`config.mk`:
```
export PLATFORM = sky130hd
export DESIGN_NAME = quadrature_encoder_with_acceleration_core
export DESIGN_NICKNAME = d
export VERILOG_FILES = /design/src/rtl/qea_pkg.sv /design/src/rtl/qea_step.sv /design/src/rtl/quadrature_encoder_with_acceleration_core.sv
export SDC_FILE = /design/constraint.sdc
export NUM_CORES = 1
export LEC_CHECK = 0
export BUFFER_PORTS_ARGS = -buffer_cell sky130_fd_sc_hd__buf_2
export CORE_MARGIN = 2
export CORE_UTILIZATION = 66
export CTS_CLUSTER_DIAMETER = 60
export CTS_CLUSTER_SIZE = 28
export DETAILED_ROUTE_END_ITERATION = 12
export PLACE_DENSITY = 0.95
export SLEW_MARGIN = 15
export SYNTH_ARGS = -nofsm -noshare
export SYNTH_HDL_FRONTEND = slang
export SYNTH_HIERARCHICAL = 1
export SYNTH_SLANG_ARGS = --single-unit
```
`constraint.sdc`:
```
create_clock -name clk -period 11.8 [get_ports clk]
set_input_delay 0 -clock clk [delete_from_list [all_inputs] [get_ports clk]]
set_output_delay 0 -clock clk [all_outputs]
set_load 0.02 [all_outputs]
```
`src/rtl/qea_pkg.sv`:
```
package qea_pkg;

    localparam int COUNT_BITS_DEFAULT = 32;
    localparam int POS_BITS           = 32;
    localparam int ACCEL_BITS         = 16;
    localparam int TIME_BITS          = 10;
    localparam int ACCUM_BITS         = 11;
    localparam int STEP_BITS          = 2;
    localparam int CFG_INDEX_BITS     = 2;

    localparam logic [TIME_BITS-1:0] DECAY_PERIOD_RESET = TIME_BITS'(10);

    localparam logic [CFG_INDEX_BITS-1:0] CFG_DEBOUNCE_MS     = CFG_INDEX_BITS'(0);
    localparam logic [CFG_INDEX_BITS-1:0] CFG_DECAY_PERIOD_MS = CFG_INDEX_BITS'(1);

    typedef struct packed {
        logic [TIME_BITS-1:0] debounce_ms;
        logic [TIME_BITS-1:0] decay_period_ms;
    } qea_cfg_t;

    typedef struct packed {
        logic [ACCEL_BITS-1:0] accel;
        logic [TIME_BITS-1:0]  debounce_left;
        logic [ACCUM_BITS-1:0] decay_accum;
        logic                  last_a;
        logic                  last_b;
    } qea_state_t;

    typedef struct packed {
        logic signed [POS_BITS-1:0] position;
        logic [ACCEL_BITS-1:0]      acceleration;
        logic [STEP_BITS-1:0]       step_events;
    } qea_result_t;

endpackage

```
`src/rtl/qea_step.sv`:
```
module qea_step
    import qea_pkg::*;
#(
    parameter int COUNT_BITS = COUNT_BITS_DEFAULT
)
(
    input  qea_cfg_t               cfg,
    input  qea_state_t             cur,
    input  logic [COUNT_BITS-1:0]  count_cur,
    input  logic                   action,
    input  logic [TIME_BITS-1:0]   elapsed_ms,
    input  logic                   pin_a,
    input  logic                   pin_b,
    output qea_state_t             nxt,
    output logic [COUNT_BITS-1:0]  count_nxt,
    output logic [STEP_BITS-1:0]   steps
);

    logic                  tick;
    logic [ACCUM_BITS:0]   accum_sum;
    logic [ACCUM_BITS-1:0] accum_wrap;
    logic                  decay_hit;
    logic [ACCEL_BITS-1:0] accel_dec;
    logic [TIME_BITS-1:0]  deb_dec;
    logic                  open;
    logic                  a_chg;
    logic                  b_chg;
    logic                  a_step;
    logic                  b_step;
    logic [1:0]            inc;
    logic [ACCEL_BITS:0]   accel_sum;
    logic signed [2:0]     da;
    logic signed [2:0]     db;
    logic signed [2:0]     delta;

    assign tick       = !action && (elapsed_ms != '0);
    assign accum_sum  = {1'b0, cur.decay_accum} + {{(ACCUM_BITS-TIME_BITS+1){1'b0}}, elapsed_ms};
    assign accum_wrap = accum_sum[ACCUM_BITS-1:0];
    assign decay_hit  = accum_wrap >= {{(ACCUM_BITS-TIME_BITS){1'b0}}, cfg.decay_period_ms};
    assign accel_dec  = (decay_hit && (cur.accel != '0)) ? cur.accel - 1'b1 : cur.accel;
    assign deb_dec    = (cur.debounce_left > elapsed_ms) ? cur.debounce_left - elapsed_ms
                                                         : '0;
    assign open       = tick && (deb_dec == '0);
    assign a_chg      = open && (pin_a != cur.last_a);
    assign b_chg      = open && (pin_b != cur.last_b);
    assign a_step     = a_chg && !pin_a;
    assign b_step     = b_chg && !pin_b;
    assign inc        = {1'b0, a_step} + {1'b0, b_chg};
    assign accel_sum  = {1'b0, accel_dec} + {{(ACCEL_BITS-1){1'b0}}, inc};

    assign da    = a_step ? (pin_b  ? 3'sd1 : -3'sd1) : 3'sd0;
    assign db    = b_step ? (!pin_a ? 3'sd1 : -3'sd1) : 3'sd0;
    assign delta = da + db;

    always_comb
    begin
        nxt       = cur;
        count_nxt = count_cur;
        steps     = '0;
        if (action)
        begin
            nxt.accel         = '0;
            nxt.debounce_left = '0;
            nxt.last_a        = pin_a;
            nxt.last_b        = pin_b;
        end
        else if (tick)
        begin
            nxt.decay_accum   = decay_hit ? '0 : accum_wrap;
            nxt.accel         = accel_sum[ACCEL_BITS] ? '1 : accel_sum[ACCEL_BITS-1:0];
            nxt.debounce_left = (a_chg || b_chg) ? cfg.debounce_ms : deb_dec;
            nxt.last_a        = a_chg ? pin_a : cur.last_a;
            nxt.last_b        = b_chg ? pin_b : cur.last_b;
            count_nxt         = count_cur + {{(COUNT_BITS-3){delta[2]}}, delta};
            steps             = {1'b0, a_step} + {1'b0, b_step};
        end
    end

endmodule

```
`src/rtl/quadrature_encoder_with_acceleration_core.sv`:
```
// Quadrature encoder decoder with acceleration level.
// Results go to the output word register, or the skid word on a stall.
// Throughput: one word per cycle while in_ready; a single registered state pass.
// A two-entry output stage keeps input flowing while one result waits.
// Reset (rst_n, async, active low): count, acceleration, timers cleared,
// last pins high, debounce 0 and decay period 10; no clearing pass.
module quadrature_encoder_with_acceleration_core
    import qea_pkg::*;
#(
    parameter int COUNT_BITS = COUNT_BITS_DEFAULT
)
(
    input  logic                       clk,
    input  logic                       rst_n,
    input  logic                       cfg_valid,
    output logic                       cfg_ready,
    input  logic [CFG_INDEX_BITS-1:0]  cfg_index,
    input  logic [TIME_BITS-1:0]       cfg_data,
    input  logic                       in_valid,
    output logic                       in_ready,
    input  logic                       action,
    input  logic [TIME_BITS-1:0]       elapsed_ms,
    input  logic                       pin_a,
    input  logic                       pin_b,
    output logic                       out_valid,
    input  logic                       out_ready,
    output logic signed [POS_BITS-1:0] position,
    output logic [ACCEL_BITS-1:0]      acceleration,
    output logic [STEP_BITS-1:0]       step_events
);

    qea_cfg_t              cfg_reg;
    qea_state_t            state_reg;
    qea_state_t            state_next;
    logic [COUNT_BITS-1:0] count_reg;
    logic [COUNT_BITS-1:0] count_next;
    logic [STEP_BITS-1:0]  steps;
    logic [POS_BITS-1:0]   pos_ext;
    qea_result_t           result;
    qea_result_t           out_word_reg;
    qea_result_t           skid_word_reg;
    logic                  out_valid_reg;
    logic                  skid_valid_reg;
    logic                  accept;

    assign cfg_ready = 1'b1;
    assign in_ready  = !skid_valid_reg;
    assign accept    = in_valid && in_ready;

    always_ff @(posedge clk or negedge rst_n)
    begin
        if (!rst_n)
        begin
            cfg_reg.debounce_ms     <= '0;
            cfg_reg.decay_period_ms <= DECAY_PERIOD_RESET;
        end
        else if (cfg_valid)
        begin
            unique case (cfg_index)
                CFG_DEBOUNCE_MS:     cfg_reg.debounce_ms     <= cfg_data;
                CFG_DECAY_PERIOD_MS: cfg_reg.decay_period_ms <= cfg_data;
                default:             ;
            endcase
        end
    end

    qea_step #(
        .COUNT_BITS (COUNT_BITS)
    ) u_qea_step (
        .cfg        (cfg_reg),
        .cur        (state_reg),
        .count_cur  (count_reg),
        .action     (action),
        .elapsed_ms (elapsed_ms),
        .pin_a      (pin_a),
        .pin_b      (pin_b),
        .nxt        (state_next),
        .count_nxt  (count_next),
        .steps      (steps)
    );

    always_ff @(posedge clk or negedge rst_n)
    begin
        if (!rst_n)
        begin
            state_reg.accel         <= '0;
            state_reg.debounce_left <= '0;
            state_reg.decay_accum   <= '0;
            state_reg.last_a        <= 1'b1;
            state_reg.last_b        <= 1'b1;
            count_reg               <= '0;
        end
        else if (accept)
        begin
            state_reg <= state_next;
            count_reg <= count_next;
        end
    end

    generate
        if (COUNT_BITS >= POS_BITS)
        begin : g_pos_trunc
            assign pos_ext = count_next[POS_BITS-1:0];
        end
        else
        begin : g_pos_sext
            assign pos_ext = {{(POS_BITS-COUNT_BITS){count_next[COUNT_BITS-1]}}, count_next};
        end
    endgenerate

    assign result.position     = $signed(pos_ext);
    assign result.acceleration = state_next.accel;
    assign result.step_events  = steps;

    // output word plus skid word
    always_ff @(posedge clk or negedge rst_n)
    begin
        if (!rst_n)
        begin
            out_valid_reg  <= 1'b0;
            skid_valid_reg <= 1'b0;
        end
        else if (!out_valid_reg || out_ready)
        begin
            out_valid_reg  <= skid_valid_reg || accept;
            skid_valid_reg <= 1'b0;
        end
        else if (accept)
        begin
            skid_valid_reg <= 1'b1;
        end
    end

    always_ff @(posedge clk)
    begin
        if (!out_valid_reg || out_ready)
        begin
            out_word_reg <= skid_valid_reg ? skid_word_reg : result;
        end
        else if (accept)
        begin
            skid_word_reg <= result;
        end
    end

    assign out_valid    = out_valid_reg;
    assign position     = out_word_reg.position;
    assign acceleration = out_word_reg.acceleration;
    assign step_events  = out_word_reg.step_events;

endmodule

```
======== Word-level counts from Yosys, hierarchy flattened ========
Index checks and enable logic that the tools add are counted.
storage, ports and cells
  bits in registers ....................... 193
  latch bits .............................. 0
  RAM bits ................................ 0
  ROM bits ................................ 0
  input bits .............................. 30
  output and inout port bits .............. 53
  word-level logic and storage cells ...... 83
  memories ................................ 0
operators by class
  add/sub/neg operators ................... 8
  multipliers ............................. 0
  div/mod/pow operators ................... 0
  magnitude comparators ................... 2
  equality and inequality tests ........... 3
  shift operators ......................... 0
  multiplexer cells ....................... 21
  bitwise operators ....................... 2
  reduce and logical (&&, ||, !) cells .... 31
operator list
  operator                 number
  $mux W32                 2
  $mux W50                 1
  $mux W39                 1
  $add A32 B32 Y32         1
  $mux W16                 2
  $mux W26                 1
  $mux W10                 2
  $add A16 B2 Y17          1
  $reduce_bool A16 Y1      1
  $sub A16 B1 Y16 const B  1
  $mux W3                  4
  $add A11 B10 Y11         1
  $ge A11 B10 Y1           1
  $mux W11                 1
  $gt A10 B10 Y1           1
  $logic_not A10 Y1        1
  $reduce_bool A10 Y1      1
  $sub A10 B10 Y10         1
  $reduce_and A3 Y1        3
  $logic_and A1 B1 Y1      8
  $reduce_and A2 Y1        4
  $reduce_bool A2 Y1       4
  $mux W2                  3
  $logic_not A1 Y1         5
  8 further kinds          16

======== Logic depth before layout (Yosys ltp) ========
  depth after elaboration ................. 12
  gate-level depth with buffers ........... 32
  gate-level depth less buffers ........... 32

======== Modules after synthesis ========
The synthesis kept the hierarchy.
modules (own cells, without submodules)
  module                                     times used  cells each  area each (um^2)  sequential area each (um^2)
  quadrature_encoder_with_acceleration_core  1           361         7,383.3           5,335.1
  qea_step                                   1           721         4,715.8           0.0

======== Worst setup path after synthesis ========
No wires, ideal clock.
  path kind ............................... reg-to-reg
  start ................................... reg state_reg[13] (netlist bit)
  end ..................................... reg out_word_reg (netlist bit position[30]) (data pin)
  library setup time ...................... 260 ps
  arrival time ............................ 6,733 ps
  path slack .............................. 4,807 ps
  cell stages (with the launch flop) ...... 31
  period minus slack after synthesis ...... 6,993 ps
  cell sequence ........................... dfrtp_1 inv_1 ha_1 inv_1 fa_1 a21o_1 a21oi_1 xnor2_1 inv_1 or4b_2 nor4_1 o21ai_0 o21ai_0 nand2_1 nor2_1 ha_1 inv_1 fa_1 ha_1 a21o_1 a21o_1 a21oi_1 o21ai_0 a221oi_1 o221ai_1 o221ai_1 o311ai_0 a21oi_1 xor2_1 o21ai_0 mux2_2
on the way
  word-level cells in the longest chain between the ends .. 12
  elaborated cells between the ends (all ways) .. 16
  those cells by class .................... add/sub (3); order compare (1); mux (6); reduce/logical (6)
ends and longest elaborated chain
  element                                                    line                                              RTL
  start: declaration                                         quadrature_encoder_with_acceleration_core.sv:33   qea_state_t state_reg;
  start signal: assignment                                   quadrature_encoder_with_acceleration_core.sv:95   state_reg <= state_next;
  $sub A10 B10 Y10 / $gt A10 B10 Y1 (equally long branches)  qea_step.sv:41                                    assign deb_dec = (cur.debounce_left > elapsed_ms) ? cur.debounce_left - elapsed_ms
  $mux W10 (*)                                               qea_step.sv:41
  $logic_not A10 Y1 (*)                                      qea_step.sv:43                                    assign open = tick && (deb_dec == '0);
  $logic_and A1 B1 Y1 (*)                                    qea_step.sv:43
  $logic_and A1 B1 Y1 (on tied branches)                     qea_step.sv:44, qea_step.sv:45
  $logic_and A1 B1 Y1 (on tied branches)                     qea_step.sv:46, qea_step.sv:47
  $mux W3 (on tied branches)                                 qea_step.sv:51, qea_step.sv:52
  $add A3 B3 Y3 (*)                                          qea_step.sv:53                                    assign delta = da + db;
  $add A32 B32 Y32 (*)                                       qea_step.sv:74                                    count_nxt = count_cur + {{(COUNT_BITS-3){delta[2]}}, delta};
  $mux W32 (*)                                               qea_step.sv:67                                    else if (tick)
  $mux W32 (*)                                               qea_step.sv:60                                    if (action)
  net count_next[30]                                         quadrature_encoder_with_acceleration_core.sv:36   logic [COUNT_BITS-1:0] count_next;
  $mux W50 (*)                                               quadrature_encoder_with_acceleration_core.sv:138  out_word_reg <= skid_valid_reg ? skid_word_reg : result;
  end signal: assignment                                     quadrature_encoder_with_acceleration_core.sv:138
  end: declaration                                           quadrature_encoder_with_acceleration_core.sv:40   qea_result_t out_word_reg;
Mark *: on every way through the listed nets, which the timed path passes. The rest lies on a longest branch.
A chain may end at the register's enable or synchronous reset.

======== Worst setup path in the final report ========
Ends and elaborated chain as after synthesis.

==> metrics.txt <==
status=finished, final reports clean; # rows=49; max cap viols=0; P_sw=~1.3 mW; vias in the first global route=around 9200; mean post-synth cell area=~11 sq um; WP data arrival=between 8 and 9 ns; Mapped Area=around 12000 sq um; ANT nets after route=0; Clock Power Share=between 15 and 20%; filler cell count=between 1000 and 1500; Crit Path Class=register to register; Die Wd=between 100 and 150 um; post-CTS setup buffer count=0; routability cong.=about 0.94; clock sink total=between 150 and 200; Sw Ratio=40.1%; Final HPWL DP=about 18000 um; post-route cell area=between 10000 and 15000 sq um; Mapped Nets=~1200; CP max-delay cell=or4b_2; grt ovf=0; clk buf depth=2; Core Area=between 15000 and 20000 sq um; minimum clock period=approximately 8 ns; actual slew at the worst max-slew pin=about 1.1 ns; unrepaired setup endpoints after global routing=no; first-pass GRT wire length=about 46000 um; final setup fails=0; final slew viol count=0; Clk Latency, worst-skew pair=around 0.44 ns; number of distinct library cells after synthesis=between 80 and 90; IO Port Bufs=81; DR vias/cell=between 6 and 7; Hold Fails Final Rpt=0; max FFs per register=50; clock buffer count from CTS=17; die area=a little under 20000 sq um; share of the synthesized area in the top cell type=between 20% and 30%; Initial DRC Count=1093; WL final=approximately 28000 um; Synthesis Warnings=6; Critical Path RT=11.98 ns; synth top area cells=edfxtp_1 (25%), dfrtp_1 (18%), mux2_4 (8.6%), mux2_2 (7.1%), ha_1 (6.8%); via count=roughly 9200; fin crit share=about two thirds; initial antenna violation count=0; flops & latches, synth=about 190; Multi-input gate area=roughly 6300 sq um; largest net degree at the start of global routing=76; CP Capture Type=register; most frequent CP cell=o21ai_0; Storage cell area=between 5000 and 6000 sq um; maximum clock frequency=about 0.13 GHz; area leader, netlist=edfxtp_1; Synth async-reset ratio=48.2%; H-tree lvl count=4; Worst Hold Class=input port to register; worst setup margin=3.91 ns; DRC violations left=0; count leader, synth=edfxtp_1; CTS clk-pin slew, worst paths=0.07 ns; gr usage total=28.9%; drt wl/cell=~20 um; DRT Pass-1 Iters=6; Starting Density=~67%; share of cells above drive strength 1=about a quarter; Worst Path Max Fanout=34; startpoint class of the critical path=register; Max stage delay on crit path=slightly above 0.6 ns; placed instance area=between 10000 and 15000 sq um; Reg power frac=33.9%; clock skew=approximately 0.011 ns; cell types with the highest counts after synthesis=edfxtp_1 (100), dfrtp_1 (89), nand2_1 (87); Die Ht=between 100 and 150 um; CTS Root Cell=clkbuf_16; CTS tree=yes; leading register cell type out of synthesis=edfxtp_1; Setup WS pre-CTS=~4.3 ns; # IOs=between 80 and 90; post-synthesis sequential area ratio=between 40 and 50%; area delta synth->final=9.66%; Lkg Pwr=5.89 nW; combinational power share=between 40 and 50%; n_diodes=0; power per cell area=247 nW/um^2; Final TNS setup=0 ns; synthesized instance count=~1100; Slew headroom=a little under a quarter; final net count=about 1300; post-cts resize count=0; Post-synth EDFFs=100; Max VDD drop=around 0.00014 V; Internal Pwr Total=1.96 mW
power groups by stage:
stage | Clock [mW] | Sequential (mW) | Combinational (mW)
after CTS | 0.551 | 1.11 | 1.59
after floorplan | 0 | 1.14 | 1.17
final | 0.547 | 1.11 | 1.62
after global routing | 0.578 | 1.13 | 1.76
after detailed placement | 0 | 1.12 | 1.55
after global placement | 0 | 1.10 | 1.48
worst max-delay path, delay by kind of cell (launching register included):
kind            cells  cell delay, ns
simple gates        5            1.28
flops               1            0.39
compound gates     13            3.27
xor+xnor            2            0.35
fa+ha+maj           5            1.48
buf+inv             5            0.56
mux                 1            0.31
metrics by stage:
| step | total power, mW | utilization, % | hold slack (ns) | std cells |
|---|---|---|---|---|
| global route | 3.47 | 73.9 | 0.0257 | 1401 |
| CTS | 3.25 | 73.9 | 0.00361 | 1401 |
| global placement | 2.58 | 70.1 | -0.0558 | 1356 |
| floorplan | 2.31 | - | -0.296 | 1082 |
| finish | 3.28 | 73.9 | 0.0142 | 1401 |
| detailed placement | 2.67 | 70.1 | -0.0507 | 1356 |
metal layers:
| metal | up-vias | share of wire, % | track usage, % | routed length, um |
|---|---|---|---|---|
| met5 | - | 0 | 0 | 0 |
| met4 | 0 | 3.5 | 12.2 | 975 |
| met2 | 454 | 48 | 47.7 | 13300 |
| li1 | 4176 | - | - | - |
| met3 | 98 | 7.0 | 6.02 | 1940 |
| met1 | 4482 | 41 | 37.5 | 11400 |
cells in the final DEF (no fill, tap or decap), types with 5 or more instances in the layout:
master | synthesis | layout
o21a_1 | 11 | 11
fa_1 | 5 | 5
o21bai_1 | 5 | 5
mux2i_1 | 5 | 5
nand4_1 | 7 | 7
or3_1 | 6 | 6
or4_1 | 5 | 5
and2_1 | 6 | 6
o31ai_1 | 6 | 6
a211oi_1 | 13 | 13
dfrtp_1 | 89 | 88
mux2_2 | 76 | 76
xnor2_1 | 32 | 32
a21o_1 | 20 | 20
nand3_1 | 19 | 19
a31oi_1 | 7 | 7
inv_1 | 55 | 55
buf_2 | 9 | 80
nand2b_1 | 9 | 8
o21ai_0 | 72 | 72
clkbuf_16 | 0 | 17
a21oi_1 | 47 | 47
ha_1 | 66 | 66
nor2_1 | 65 | 64
nand2_1 | 87 | 86
xor2_1 | 20 | 20
mux2_4 | 69 | 69
dlygate4sd3_1 | 1 | 13
buf_4 | 2 | 11
a221oi_1 | 9 | 9
nor3_1 | 33 | 33
edfxtp_1 | 100 | 100
worst paths after layout:
kind                                     from        endpoint  slack, ns  cells after the start
worst min-delay path                    pin_b    state_reg[0]       0.01                      3
min in group asynchronous               rst_n     cfg_reg[11]       0.02                      2
max in group asynchronous               rst_n  skid_valid_reg      10.54                      3
worst min register to register     cfg_reg[4]      cfg_reg[4]       0.51                      1
worst max register to register  state_reg[13]    position[30]       3.91                     31
worst max-delay path            state_reg[13]    position[30]       3.91                     31
final cells by class:
type	count	share of cell area, %
flip-flops and latches	193	40.2
multi-input cells	788	47.3
clock buffers	23	3.56
clock inverters	9	0.566
repair buffers	104	4.62
inverters	55	1.56
well taps	229	2.16
logic make-up after synthesis:
kind of cell / count (synthesis) / share of synthesized area (%)
compound gates: 246 / 13.6
xor+xnor: 52 / 3.76
fa+ha+maj: 71 / 7.65
buf+inv: 101 / 4.12
flops: 193 / 44.1
mux: 150 / 16.0
other cells: 1 / 0.0310
simple gates: 268 / 10.7
what timing repair did:
item                                   in CTS  in global routing
endpoints found under the hold margin      51                  0
setup endpoints to repair                   0                  0
hold buffers                               13                  0
(Power assumes the default switching activity.)
